### src/rtl/i2cbb_pkg.sv
// ----------------------------------------------------------------------------
// I2C bit-level sequencer package
// Command codes, the one-hot operation type and the per-tick result record
// shared by the sequencer core and the top level.
// ----------------------------------------------------------------------------
package i2cbb_pkg;

	localparam int CMD_W   = 3;
	localparam int BYTE_W  = 8;
	localparam int BIT_W   = 4;
	localparam int SUB_W   = 2;
	localparam int TDATA_W = 16;

	localparam logic [CMD_W-1:0] CMD_TICK  = 3'd0;
	localparam logic [CMD_W-1:0] CMD_INIT  = 3'd1;
	localparam logic [CMD_W-1:0] CMD_START = 3'd2;
	localparam logic [CMD_W-1:0] CMD_STOP  = 3'd3;
	localparam logic [CMD_W-1:0] CMD_WRITE = 3'd4;
	localparam logic [CMD_W-1:0] CMD_READ  = 3'd5;
	localparam logic [CMD_W-1:0] CMD_ACK   = 3'd6;

	localparam logic [BYTE_W-1:0] ACK_LIMIT_RESET = 8'd250;
	localparam logic [BYTE_W-1:0] POLL_MAX        = 8'd255;
	localparam logic [BIT_W-1:0]  BITS_PER_BYTE   = 4'd8;

	typedef enum logic [6:0] {
		OP_IDLE  = 7'b0000001,
		OP_INIT  = 7'b0000010,
		OP_START = 7'b0000100,
		OP_STOP  = 7'b0001000,
		OP_WRITE = 7'b0010000,
		OP_READ  = 7'b0100000,
		OP_ACK   = 7'b1000000
	} op_t;

	typedef struct packed {
		logic              scl;
		logic              sda;
		logic              busy;
		logic              done;
		logic [BYTE_W-1:0] rd_data;
		logic              ack_ok;
	} res_t;

	function automatic op_t cmd_to_op(input logic [CMD_W-1:0] cmd);
		op_t op;
		unique case (cmd)
			CMD_INIT:  op = OP_INIT;
			CMD_START: op = OP_START;
			CMD_STOP:  op = OP_STOP;
			CMD_WRITE: op = OP_WRITE;
			CMD_READ:  op = OP_READ;
			CMD_ACK:   op = OP_ACK;
			default:   op = OP_IDLE;
		endcase
		return op;
	endfunction

endpackage

### src/rtl/i2cbb_core.sv
// ----------------------------------------------------------------------------
// I2C bit-level sequencer core
// Holds the sequencer state and performs one pin step per enabled tick,
// producing the result of that tick combinationally.
// ----------------------------------------------------------------------------
module i2cbb_core (
	input  logic                          clk,
	input  logic                          arst_n,
	input  logic                          step_en,
	input  logic [i2cbb_pkg::CMD_W-1:0]   cmd,
	input  logic [i2cbb_pkg::BYTE_W-1:0]  wr_data,
	input  logic                          sda_in,
	input  logic [i2cbb_pkg::BYTE_W-1:0]  ack_poll_limit,
	output i2cbb_pkg::res_t               res
);
	import i2cbb_pkg::*;

	op_t               op_q, op_n;
	logic [BIT_W-1:0]  bit_q, bit_n;
	logic [SUB_W-1:0]  sub_q, sub_n;
	logic [BYTE_W-1:0] shift_q, shift_n;
	logic [BYTE_W-1:0] poll_q, poll_n;
	logic              scl_q, scl_n;
	logic              sda_q, sda_n;
	logic [BYTE_W-1:0] rd_q, rd_n;
	logic              ack_q, ack_n;
	logic              done;

	always_comb begin
		op_n    = op_q;
		bit_n   = bit_q;
		sub_n   = sub_q;
		shift_n = shift_q;
		poll_n  = poll_q;
		scl_n   = scl_q;
		sda_n   = sda_q;
		rd_n    = rd_q;
		ack_n   = ack_q;
		done    = 1'b0;

		if (op_q == OP_IDLE && cmd_to_op(cmd) != OP_IDLE) begin
			op_n    = cmd_to_op(cmd);
			bit_n   = '0;
			sub_n   = '0;
			poll_n  = '0;
			shift_n = (cmd == CMD_WRITE) ? wr_data : '0;
		end

		unique case (op_n)
			OP_IDLE: begin
			end
			OP_INIT: begin
				if (sub_n == 2'd0) begin
					scl_n = 1'b1;
					sub_n = 2'd1;
				end else begin
					sda_n = 1'b1;
					done  = 1'b1;
				end
			end
			OP_START, OP_STOP: begin
				if (sub_n == 2'd0) begin
					sda_n = (op_n == OP_START);
					sub_n = 2'd1;
				end else if (sub_n == 2'd1) begin
					scl_n = 1'b1;
					sub_n = 2'd2;
				end else begin
					sda_n = (op_n == OP_STOP);
					done  = 1'b1;
				end
			end
			OP_WRITE: begin
				if (!bit_n[BIT_W-1]) begin
					if (sub_n == 2'd0) begin
						scl_n = 1'b0;
						sub_n = 2'd1;
					end else if (sub_n == 2'd1) begin
						sda_n   = shift_n[BYTE_W-1];
						shift_n = {shift_n[BYTE_W-2:0], 1'b0};
						sub_n   = 2'd2;
					end else begin
						scl_n = 1'b1;
						sub_n = 2'd0;
						bit_n = bit_n + 1'b1;
					end
				end else if (sub_n == 2'd0) begin
					scl_n = 1'b0;
					sub_n = 2'd1;
				end else begin
					sda_n = 1'b1;
					done  = 1'b1;
				end
			end
			OP_READ: begin
				if (sub_n == 2'd0) begin
					scl_n = 1'b0;
					sub_n = 2'd1;
				end else if (sub_n == 2'd1) begin
					sda_n = 1'b1;
					sub_n = 2'd2;
				end else if (sub_n == 2'd2) begin
					scl_n = 1'b1;
					sub_n = 2'd3;
				end else begin
					shift_n = {shift_n[BYTE_W-2:0], sda_in};
					scl_n   = 1'b0;
					bit_n   = bit_n + 1'b1;
					if (bit_n >= BITS_PER_BYTE) begin
						rd_n = shift_n;
						done = 1'b1;
					end else begin
						sub_n = 2'd2;
					end
				end
			end
			OP_ACK: begin
				if (sub_n == 2'd0) begin
					scl_n = 1'b1;
					sub_n = 2'd1;
				end else if (!sda_in) begin
					ack_n = 1'b1;
					scl_n = 1'b0;
					done  = 1'b1;
				end else begin
					if (poll_n != POLL_MAX) begin
						poll_n = poll_n + 1'b1;
					end
					if (poll_n >= ack_poll_limit) begin
						ack_n = 1'b0;
						scl_n = 1'b0;
						done  = 1'b1;
					end
				end
			end
			default: begin
			end
		endcase

		if (done) begin
			op_n  = OP_IDLE;
			sub_n = '0;
			bit_n = '0;
		end

		res.scl     = scl_n;
		res.sda     = sda_n;
		res.busy    = (op_n != OP_IDLE);
		res.done    = done;
		res.rd_data = rd_n;
		res.ack_ok  = ack_n;
	end

	always_ff @(posedge clk or negedge arst_n) begin
		if (!arst_n) begin
			op_q    <= OP_IDLE;
			bit_q   <= '0;
			sub_q   <= '0;
			shift_q <= '0;
			poll_q  <= '0;
			scl_q   <= 1'b1;
			sda_q   <= 1'b1;
			rd_q    <= '0;
			ack_q   <= 1'b0;
		end else if (step_en) begin
			op_q    <= op_n;
			bit_q   <= bit_n;
			sub_q   <= sub_n;
			shift_q <= shift_n;
			poll_q  <= poll_n;
			scl_q   <= scl_n;
			sda_q   <= sda_n;
			rd_q    <= rd_n;
			ack_q   <= ack_n;
		end
	end

	a_done_not_busy: assert property (@(posedge clk) disable iff (!arst_n)
		step_en && res.done |-> !res.busy)
		else $error("Command finished but sequencer still reports busy.");

	a_bit_range: assert property (@(posedge clk) disable iff (!arst_n)
		bit_q <= BITS_PER_BYTE)
		else $error("Bit counter ran past one byte.");

	a_idle_hold: assert property (@(posedge clk) disable iff (!arst_n)
		step_en && op_q == OP_IDLE && cmd == CMD_TICK |=>
		scl_q == $past(scl_q) && sda_q == $past(sda_q))
		else $error("Pins moved on an idle tick without a command.");

endmodule

### src/rtl/i2c_bitbang_master_sequencer.sv
// ----------------------------------------------------------------------------
// I2C bit-bang master sequencer
// Each request is one bus tick; the block sequences SCL and SDA for init,
// start, stop, byte write, byte read and acknowledge wait commands.
// ----------------------------------------------------------------------------
// One request is taken per clock cycle whenever the output side takes results,
// and each produces exactly one result request. A request is registered,
// then the sequencer state is advanced by a single pass of next-state logic
// and the result is registered, so a result passes the input register and
// the result register on its way to the output.
// A command is picked up only when the sequencer is idle; the tick that
// carries it performs its first pin step, and commands arriving while busy are
// ignored. The acknowledge poll limit may be written only while no request is
// in flight; a write in the middle of a command applies from the next poll,
// and a value of zero behaves as one.
module i2c_bitbang_master_sequencer (
	input  logic                             clk,
	input  logic                             arst_n,
	input  logic                             cfg_wr_en,
	input  logic [i2cbb_pkg::BYTE_W-1:0]     cfg_wr_data,
	input  logic                             s_tvalid,
	output logic                             s_tready,
	// [2:0] cmd, [10:3] wr_data, [11] sda_in, [15:12] zero
	input  logic [i2cbb_pkg::TDATA_W-1:0]    s_tdata,
	output logic                             m_tvalid,
	input  logic                             m_tready,
	// [0] scl_out, [1] sda_out, [2] busy_res, [10:3] rd_data, [11] ack_ok,
	// [15:12] zero
	output logic [i2cbb_pkg::TDATA_W-1:0]    m_tdata,
	output logic                             m_tlast
);
	import i2cbb_pkg::*;

	logic              valid_s1;
	logic [CMD_W-1:0]  cmd_s1;
	logic [BYTE_W-1:0] wr_data_s1;
	logic              sda_in_s1;
	logic              out_valid_q;
	res_t              out_q;
	res_t              res;
	logic [BYTE_W-1:0] limit_q;
	logic              step_en;
	logic              in_take;

	assign step_en  = valid_s1 && (!out_valid_q || m_tready);
	assign s_tready = !valid_s1 || step_en;
	assign in_take  = s_tvalid && s_tready;

	always_ff @(posedge clk or negedge arst_n) begin
		if (!arst_n) begin
			limit_q <= ACK_LIMIT_RESET;
		end else if (cfg_wr_en) begin
			limit_q <= cfg_wr_data;
		end
	end

	always_ff @(posedge clk or negedge arst_n) begin
		if (!arst_n) begin
			valid_s1 <= 1'b0;
		end else if (in_take) begin
			valid_s1 <= 1'b1;
		end else if (step_en) begin
			valid_s1 <= 1'b0;
		end
	end

	always_ff @(posedge clk) begin
		if (in_take) begin
			cmd_s1     <= s_tdata[CMD_W-1:0];
			wr_data_s1 <= s_tdata[CMD_W+BYTE_W-1:CMD_W];
			sda_in_s1  <= s_tdata[CMD_W+BYTE_W];
		end
	end

	i2cbb_core u_core (
		.clk            (clk),
		.arst_n         (arst_n),
		.step_en        (step_en),
		.cmd            (cmd_s1),
		.wr_data        (wr_data_s1),
		.sda_in         (sda_in_s1),
		.ack_poll_limit (limit_q),
		.res            (res)
	);

	always_ff @(posedge clk or negedge arst_n) begin
		if (!arst_n) begin
			out_valid_q <= 1'b0;
		end else if (step_en) begin
			out_valid_q <= 1'b1;
		end else if (m_tready) begin
			out_valid_q <= 1'b0;
		end
	end

	always_ff @(posedge clk) begin
		if (step_en) begin
			out_q <= res;
		end
	end

	assign m_tvalid = out_valid_q;
	assign m_tlast  = out_q.done;
	assign m_tdata  = {4'b0000, out_q.ack_ok, out_q.rd_data, out_q.busy, out_q.sda,
		out_q.scl};

	a_hold_request: assert property (@(posedge clk) disable iff (!arst_n)
		valid_s1 && !step_en |=> valid_s1)
		else $error("A stalled request was dropped.");

	a_step_result: assert property (@(posedge clk) disable iff (!arst_n)
		step_en |=> m_tvalid)
		else $error("A processed request produced no result.");

	a_no_overwrite: assert property (@(posedge clk) disable iff (!arst_n)
		out_valid_q && !m_tready |-> !step_en)
		else $error("A pending result was overwritten.");

endmodule

### config.mk
export PLATFORM = sky130hd
export DESIGN_NAME = i2c_bitbang_master_sequencer
export DESIGN_NICKNAME = d
export VERILOG_FILES = /design/src/rtl/i2cbb_pkg.sv /design/src/rtl/i2cbb_core.sv /design/src/rtl/i2c_bitbang_master_sequencer.sv
export SDC_FILE = /design/constraint.sdc
export NUM_CORES = 1
export LEC_CHECK = 0
export CORE_ASPECT_RATIO = 1.75
export CORE_UTILIZATION = 56
export DETAILED_ROUTE_END_ITERATION = 10
export DONT_BUFFER_PORTS = 1
export GPL_ROUTABILITY_DRIVEN = 0
export PLACE_DENSITY = 0.73
export SYNTH_ARGS = -nofsm -noshare
export SYNTH_HDL_FRONTEND = slang
export SYNTH_SLANG_ARGS = --single-unit
### constraint.sdc
create_clock -name clk -period 4.7 [get_ports clk]
set_input_delay 0.47 -clock clk [delete_from_list [all_inputs] [get_ports clk]]
set_output_delay 0.47 -clock clk [all_outputs]
set_load 0.02 [all_outputs]
=== Word level (Yosys, flattened, before mapping) ===
Cells that the tools add are included.

* Reductions and logical operators: 12
* Equal/unequal tests: 18
* Mux-type cells: 90
* Add/sub/neg operators: 2
* Order comparisons: 2

{| class="wikitable"
|+ Operator list
! kind !! number
|-
| 8-bit 2-to-1 mux || 21
|-
| 7-bit case mux with 6 select lines || 1
|-
| 1-bit 2-to-1 mux || 40
|-
| 4-bit 2-to-1 mux || 8
|-
| 2-bit 2-to-1 mux || 12
|-
| 8-bit case mux with 2 select lines || 1
|-
| 7-bit 2-to-1 mux || 2
|-
| 7-bit by 1-bit != test with 1-bit output, second input constant || 2
|-
| 1-bit case mux with 5 select lines || 2
|-
| 3-bit == test, second input constant || 3
|-
| 8-bit by 1-bit adder with 8-bit output, second input constant || 1
|-
| 8-bit >= comparator || 1
|-
| 8-bit != test, second input constant || 1
|-
| 2-bit case mux with 4 select lines || 1
|-
| 4-bit case mux with 2 select lines || 1
|-
| 7-bit by 1-bit == test with 1-bit output, second input constant || 1
|-
| 7-bit by 2-bit == test with 1-bit output, second input constant || 1
|-
| 7-bit by 3-bit == test with 1-bit output, second input constant || 1
|-
| 7-bit by 4-bit == test with 1-bit output, second input constant || 1
|-
| 7-bit by 5-bit == test with 1-bit output, second input constant || 1
|-
| 7-bit by 6-bit == test with 1-bit output, second input constant || 1
|-
| 7-bit == test, second input constant || 1
|-
| 3-bit by 2-bit == test with 1-bit output, second input constant || 2
|-
| 4-bit by 1-bit adder with 4-bit output, second input constant || 1
|-
| other kinds (11) || 17
|}

* Bits of input ports: 29
* Logic and storage cells: 145
* Output and inout bits: 19
* Bits in registers: 75

=== Longest topological paths before layout ===
Gate-level depths: netlist of run 1.

* Depth in word-level cells: 17
* Gate-level depth with buffers: 22
* Depth with buffers taken out: 17

=== By module ===
A second synthesis of run 1 with hierarchy kept.

* Cells, all modules: 408
* Area, all modules: 4336.7 µm²

{| class="wikitable"
|+ By module, submodules not included
! module !! instances !! sequential area each (µm²) !! area each (µm²) !! cells each
|-
| i2cbb_core || 1 || 1004.7 || 3124.2 || 353
|-
| i2c_bitbang_master_sequencer || 1 || 1008.5 || 1212.4 || 55
|}

=== Worst setup path before layout of run 1 ===
OpenSTA, ideal clock, no wires.

* Kind: flip-flop to flip-flop
* Start point: register u_core.op_q[0]
* End point: register u_core.op_q[2]
* Data arrival time: 5.086 ns
* Setup time: 0.096 ns
* Path buffers: 5
* Slack: -0.481 ns
* Clock period less this slack: 5.181 ns
* Required time: 4.604 ns
* Cell stages (with the launch flop): 21
* Cell sequence: dfstp_2 -> buf_2 -> or4b_1 -> buf_2 -> or4_1 -> clkbuf_1 -> clkbuf_1 -> and2_1 -> ha_1 -> nand4_1 -> nor2_1 -> nand3_1 -> mux2_2 -> ha_1 -> a211oi_1 -> o21bai_1 -> a221oi_1 -> a21oi_1 -> or3_1 -> buf_4 -> o31ai_1

{| class="wikitable"
|+ RTL lines
! element !! line !! RTL
|-
| start, declared || i2cbb_core.sv:18 || <nowiki>op_t op_q, op_n;</nowiki>
|-
| start signal, assigned || i2cbb_core.sv:166 || <nowiki>op_q <= op_n;</nowiki>
|}

==> results of run 1 <==
==> metal layers <==
layer | track usage (%) | share of wire (%) | vias to the layer above
li1 | - | - | 1665
met1 | 28.7 | 37 | 1712
met2 | 47.2 | 53 | 125
met3 | 5.60 | 4.9 | 33
met4 | 15.4 | 4.8 | 0
met5 | 0 | 0 | -
==> sequential cells by signal, summed over array words and instances (netlist names) <==
signal,flops
valid_s1,1
m_tvalid,1
u_core.bit_q,4
u_core.sda_q,1
u_core.shift_q,8
u_core.op_q,7
u_core.ack_q,1
u_core.poll_q,8
u_core.sub_q,2
limit_q,8
u_core.rd_q,8
cmd_s1,3
wr_data_s1,8
m_tdata,12
sda_in_s1,1
u_core.scl_q,1
m_tlast,1
==> layout by cell type, fill, tap and decap left out, types with 10 or more instances in the layout <==
master	instances
buf_4	28
inv_1	20
nor2_1	18
nand2b_1	10
mux2_2	11
nand2_1	64
nor3_1	10
edfxtp_1	25
ha_1	13
a21oi_1	26
o21ai_0	25
dfrtp_1	41
nor4_1	10
==> logic make-up after synthesis <==
kind of cell	after synthesis	share of synthesized area (%)
AO/OA/AOI/OAI	120	18.7
other	1	0.0863
buffers and inverters	51	5.10
XOR/XNOR	8	1.61
adder cells (fa/ha/maj)	14	4.03
multiplexers	18	4.49
flip-flops	75	46.4
AND/OR/NAND/NOR	163	19.6
==> what timing repair did <==
item | in CTS | in global routing
setup buffers | 0 | 9
setup endpoints to repair | 0 | 7
gates resized for setup | 0 | 2
hold buffers | 2 | 0
hold endpoints to repair | 50 | 0
==> through the flow <==
stage          std cells  setup slack (ns)  power, mW
6_report             557             0.193       1.52
4_1_cts              548           0.00403       1.52
3_3_place_gp         530             0.154      0.795
5_1_grt              557            0.0244       1.56
3_5_place_dp         530            0.0196      0.799
2_1_floorplan        453            0.0726      0.779
==> power groups by stage <==
stage	sequential (mW)	clock, mW	combinational, mW
4_1_cts	0.720	0.721	0.0788
5_1_grt	0.722	0.753	0.0864
3_5_place_dp	0.732	0	0.0661
3_3_place_gp	0.731	0	0.0639
6_report	0.720	0.717	0.0786
2_1_floorplan	0.729	0	0.0504
==> path summary, 6_finish.rpt <==
kind / start / endpoint / slack, ns
hold reg to reg: u_core.shift_q[1] / u_core.shift_q[1] / 0.48
setup / recovery: u_core.op_q[0] / m_tdata[2] / 0.19
max in group asynchronous: arst_n / u_core.op_q[0] / 3.75
min in group asynchronous: arst_n / u_core.sub_q[1] / 0.66
setup reg to reg: u_core.op_q[0] / m_tdata[2] / 0.19
hold / removal: cfg_wr_en / limit_q[5] / 0.20
==> worst max-delay path, delay by kind of cell (launching register included) <==
family | cells | cell delay [ns]
and+or+nand+nor | 7 | 1.90
adders and majority gates | 2 | 0.49
muxes | 1 | 0.32
AOI/OAI and AO/OA | 5 | 0.91
DFF | 1 | 0.53
buffers and inverters | 1 | 0.20
==> area by class of cell <==
class / instances / area [µm²] / area share (%)
Multi-Input combinational cell: 327 / 2170 / 43.9
Sequential cell: 75 / 2010 / 40.8
Timing Repair Buffer: 31 / 253 / 5.13
Clock buffer: 10 / 239 / 4.85
Tap cell: 88 / 110 / 2.23
Inverter: 20 / 75.1 / 1.52
Clock inverter: 6 / 72.6 / 1.47
==> results.json, run 1 <==
{
  "clkTransAtPathRegs_ns": 0.06,
  "yosys_warnings": 0,
  "fp.dieH_um": 118,
  "die_w_um": 68.6,
  "drive_gt1_share_pct": 19.2,
  "cp.required_ns": 4.89,
  "arrival_ns": 4.69,
  "synth_area_um2": 4340,
  "crit_chain": "or4b_4 > or4_4 > and2_1 > ha_2 > nand4_1 > nor2_1 > nand3_2 > mux2_4 > ha_1 > a211oi_2 > o21bai_1 > a221oi_2 > a21oi_2 > or3_4 > buf_2 > a31oi_1",
  "crit_slowest_cell": "dfstp_2",
  "min_path_type": "input pin to flip-flop",
  "yosysSeqAreaShare_pct": 46.4,
  "outcome": "finished, final reports clean",
  "ys_ff_latch": 75,
  "grt_usage_pct": 27.1,
  "diodes": 0,
  "clock-sinks": 75,
  "stdcell_area_um2": 4930,
  "insertion_delay_ns": 0.34,
  "synth_most_common_cell": "nand2_1",
  "reg2regPathDepth": 16,
  "grt_max_degree": 51,
  "synth-main-ff-cell": "dfrtp_1",
  "postRouteAntennaNets": 0,
  "critPathMaxFanout": 7,
  "drc": 0,
  "post-route-util_pct": 65.6,
  "synth_top_area_cell": "dfrtp_1",
  "die_area_um2": 8130,
  "synth-async-reset-ratio_pct": 66.7,
  "p_sw_uw": 359,
  "hold_path_depth": 1,
  "cts_buffers": 9,
  "dr.pass1.iters": 5,
  "fin_nets": 507,
  "ctsLongestPathBuffers": 2,
  "p_leak_nw": 2.10,
  "cts_tree": "done",
  "power.density_nw_per_um2": 308,
  "io_pins": 48,
  "ys_top_cells_by_count": "nand2_1 (64), dfrtp_1 (41), a21oi_1 (27)",
  "place_area_um2": 4500,
  "crit_type": "flip-flop to flip-flop",
  "dr_total_vias": 3535,
  "antenna_found_initial": 0,
  "combPwrFrac_pct": 5.2,
  "timing.setup.tns_ns": 0,
  "synth_edf_count": 25,
  "syn_area_per_cell_um2": 9.65,
  "grt_pass1_vias": 3345,
  "htree_levels": 3,
  "vdd_drop_max_uv": 343,
  "n_fill_cell": 606,
  "fmax_mhz": 222,
  "p_sw_share_pct": 23.7,
  "worst_pin_slew_ns": 1.09,
  "post-dp-hpwl_mm": 7.23,
  "min_period_ns": 4.51,
  "overflow": 0,
  "cpPeakStageDelay_ns": 0.53,
  "worst_hold_slack_ns": 0.196,
  "slew_violations": 0,
  "clkPwrFrac_pct": 47.3,
  "drtIter0Drc": 241,
  "io_buffers": 0,
  "yosys.area.top_type_share_pct": 23.6,
  "fp-row-count": 42,
  "p_int_mw": 1.16,
  "end_kind": "flip-flop",
  "coreArea_um2": 7510,
  "cp-start-kind": "flip-flop",
  "setup_viol": 0,
  "synth_cells": 450,
  "areaGrowthSynthToFinish_pct": 13.5,
  "fin_worst_skew_ns": 0.00525,
  "pwr-share-seq_pct": 47.5,
  "clockRootBuffer": "clkbuf_16",
  "initial_core_util_pct": 57.8,
  "grt_pass1_wl_mm": 16.1,
  "hold_viol": 0,
  "rsz0062_at_grt": "no",
  "wirelength_mm": 10.3,
  "detail_route.vias_per_cell": 6.35,
  "wl_per_cell_um": 18.6,
  "synth_area_leaders": "dfrtp_1 (24%), edfxtp_1 (17%), nand2_1 (5.5%), dfstp_2 (5.4%), ha_1 (4.0%)",
  "relSlewSlack_pct": 26.5,
  "ys_types": 68,
  "finalCritPeriodShare_pct": 95.9,
  "maxCapViolations": 0
}
Power figures use the tool's default switching activity.
==> run 2, diff against run 1 <==
--- a/config.mk
+++ b/config.mk
@@ -6,6 +6,7 @@
 export NUM_CORES = 1
 export LEC_CHECK = 0
 export CORE_ASPECT_RATIO = 1.75
+export CORE_MARGIN = 1.5
 export CORE_UTILIZATION = 56
 export DETAILED_ROUTE_END_ITERATION = 10
 export DONT_BUFFER_PORTS = 1
==> results.json, run 2 (synthesis results as in run 1) <==
{
  "detail_route.vias_per_cell": 6.35,
  "clockRootBuffer": "clkbuf_16",
  "grt_pass1_wl_mm": 16.9,
  "finalNonFillerCells": 553,
  "reg2regPathDepth": 15,
  "n_fill_cell": 599,
  "post-dp-hpwl_mm": 7.15,
  "relSlewSlack_pct": 33.7,
  "fin_nets": 503,
  "reg2reg_slack_ns": 0.13,
  "arrival_ns": 4.81,
  "cp-start-kind": "flip-flop",
  "critPathMaxFanout": 7,
  "grt_usage_pct": 26.0,
  "grt_pass1_vias": 3580,
  "antenna_found_initial": 0,
  "insertion_delay_ns": 0.34,
  "maxCapViolations": 0,
  "coreArea_um2": 7510,
  "fin_worst_skew_ns": 0.00532,
  "largest_register_ffs": 12,
  "die_w_um": 69.6,
  "setup_viol": 0,
  "crit_type": "flip-flop to flip-flop",
  "end_kind": "flip-flop",
  "areaGrowthSynthToFinish_pct": 14.0,
  "whs_endpoint": "limit_q[6]",
  "initial_core_util_pct": 57.8,
  "final_common_cell": "nand2_1",
  "cp.required_ns": 4.94,
  "clkTransAtPathRegs_ns": 0.06,
  "diodes": 0,
  "grt_max_degree": 51,
  "layout_common_cells": "nand2_1 (64), dfrtp_1 (41), a21oi_1 (26), o21ai_0 (25), edfxtp_1 (25)",
  "fp-row-count": 42,
  "slew_violations": 0,
  "hold_start": "cfg_wr_en",
  "min_path_type": "input pin to flip-flop",
  "vdd_drop_max_uv": 280,
  "io_pins": 48,
  "hold_viol": 0,
  "dp_cells": 531,
  "drc": 0,
  "io_buffers": 0,
  "htree_levels": 3,
  "dr.pass1.iters": 4,
  "timing.setup.tns_ns": 0,
  "r2r-end": "u_core.bit_q[3]",
  "drive_gt1_share_pct": 18.9,
  "postRouteAntennaNets": 0,
  "ctsLongestPathBuffers": 2,
  "die_area_um2": 8310,
  "clock-sinks": 75,
  "finalCritPeriodShare_pct": 97.3,
  "rr_startpoint": "u_core.op_q[0]",
  "power.density_nw_per_um2": 324,
  "wirelength_mm": 10.4,
  "fmax_mhz": 219,
  "p_leak_nw": 2.10,
  "min_period_ns": 4.57,
  "dr_total_vias": 3510,
  "cts_tree": "done",
  "wl_per_cell_um": 18.8,
  "drtIter0Drc": 235,
  "hold_path_depth": 1,
  "rsz0062_at_grt": "no",
  "cts_buffers": 9,
  "outcome": "finished, final reports clean",
  "worst_pin_slew_ns": 0.994,
  "overflow": 0,
  "fp.dieH_um": 119
}
-- run 2: cell types whose count changed in the layout (fill, tap and decap cells not counted), sizes merged --
cell,change
bufinv,+2
clkinvlp,-3
clkbuf,-1
or3,+1
clkinv,+2
buf,-5
-- run 2: power breakdown --
group          total, mW  switching, mW  internal, mW
logic             0.0772         0.0545        0.0228
registers          0.720         0.0177         0.703
clock network      0.807          0.285         0.522
-- run 2: critical path, stage by stage, from the launching register on --
cell	delay, ns
dfstp_2	0.52
or4b_4	0.47
or4_4	0.47
and2_1	0.20
ha_2	0.21
nand4_1	0.09
nor2_1	0.07
nand3_2	0.14
mux2_4	0.33
ha_1	0.29
a211oi_2	0.18
o21bai_1	0.14
a221oi_2	0.41
a21oi_4	0.14
or3_4	0.46
o41ai_1	0.33
-- run 2: what timing repair did --
item,4_1_cts,5_1_grt
hold buffers,2,0
setup endpoints to repair,1,7
gates resized for setup,1,4
hold endpoints to repair,50,0
cloned,0,1
pin swaps,0,4
setup buffers,0,3
-- run 2: cell type report --
class | count | area [µm²] | share of cell area (%)
inverter | 20 | 75.1 | 1.52
tap | 88 | 110 | 2.22
clock inverter | 7 | 121 | 2.45
sequential | 75 | 2010 | 40.7
timing repair buffer | 26 | 218 | 4.40
multi-input combinational | 328 | 2190 | 44.2
clock buffer | 9 | 225 | 4.55
-- run 2: metal layers --
metal / routed length (µm) / vias up / track usage [%]
met5: 0 / - / 0
met4: 443 / 0 / 15.3
met3: 610 / 35 / 6.13
met2: 5510 / 126 / 45.0
met1: 3810 / 1692 / 28.7
li1: - / 1657 / -
-- run 2: worst max path at each step --
stage | startpoint | depth (start not counted) | end | slack [ns]
CTS | u_core.op_q[0] | 16 | u_core.bit_q[3] | 0.06
floorplan | u_core.op_q[0] | 20 | u_core.op_q[1] | 0.07
global placement | u_core.op_q[0] | 15 | u_core.bit_q[3] | 0.1
finish | u_core.op_q[0] | 15 | u_core.bit_q[3] | 0.13
detailed placement | u_core.op_q[0] | 16 | u_core.bit_q[3] | 0.02
global route | u_core.op_q[0] | 16 | u_core.bit_q[3] | 0.005
-- run 2: per-stage QoR --
stage / utilization [%] / area [µm²] / setup WS (ns) / power [mW] / hold slack, ns
CTS: 65.2 / 4900 / 0.0600 / 1.61 / 0.181
detailed placement: 60.0 / 4510 / 0.0169 / 0.797 / 0.176
floorplan: - / 4430 / 0.0726 / 0.779 / 0.174
finish: 65.9 / 4950 / 0.127 / 1.60 / 0.189
global placement: 60.0 / 4510 / 0.0995 / 0.794 / 0.176
global route: 65.9 / 4950 / 0.00495 / 1.66 / 0.191
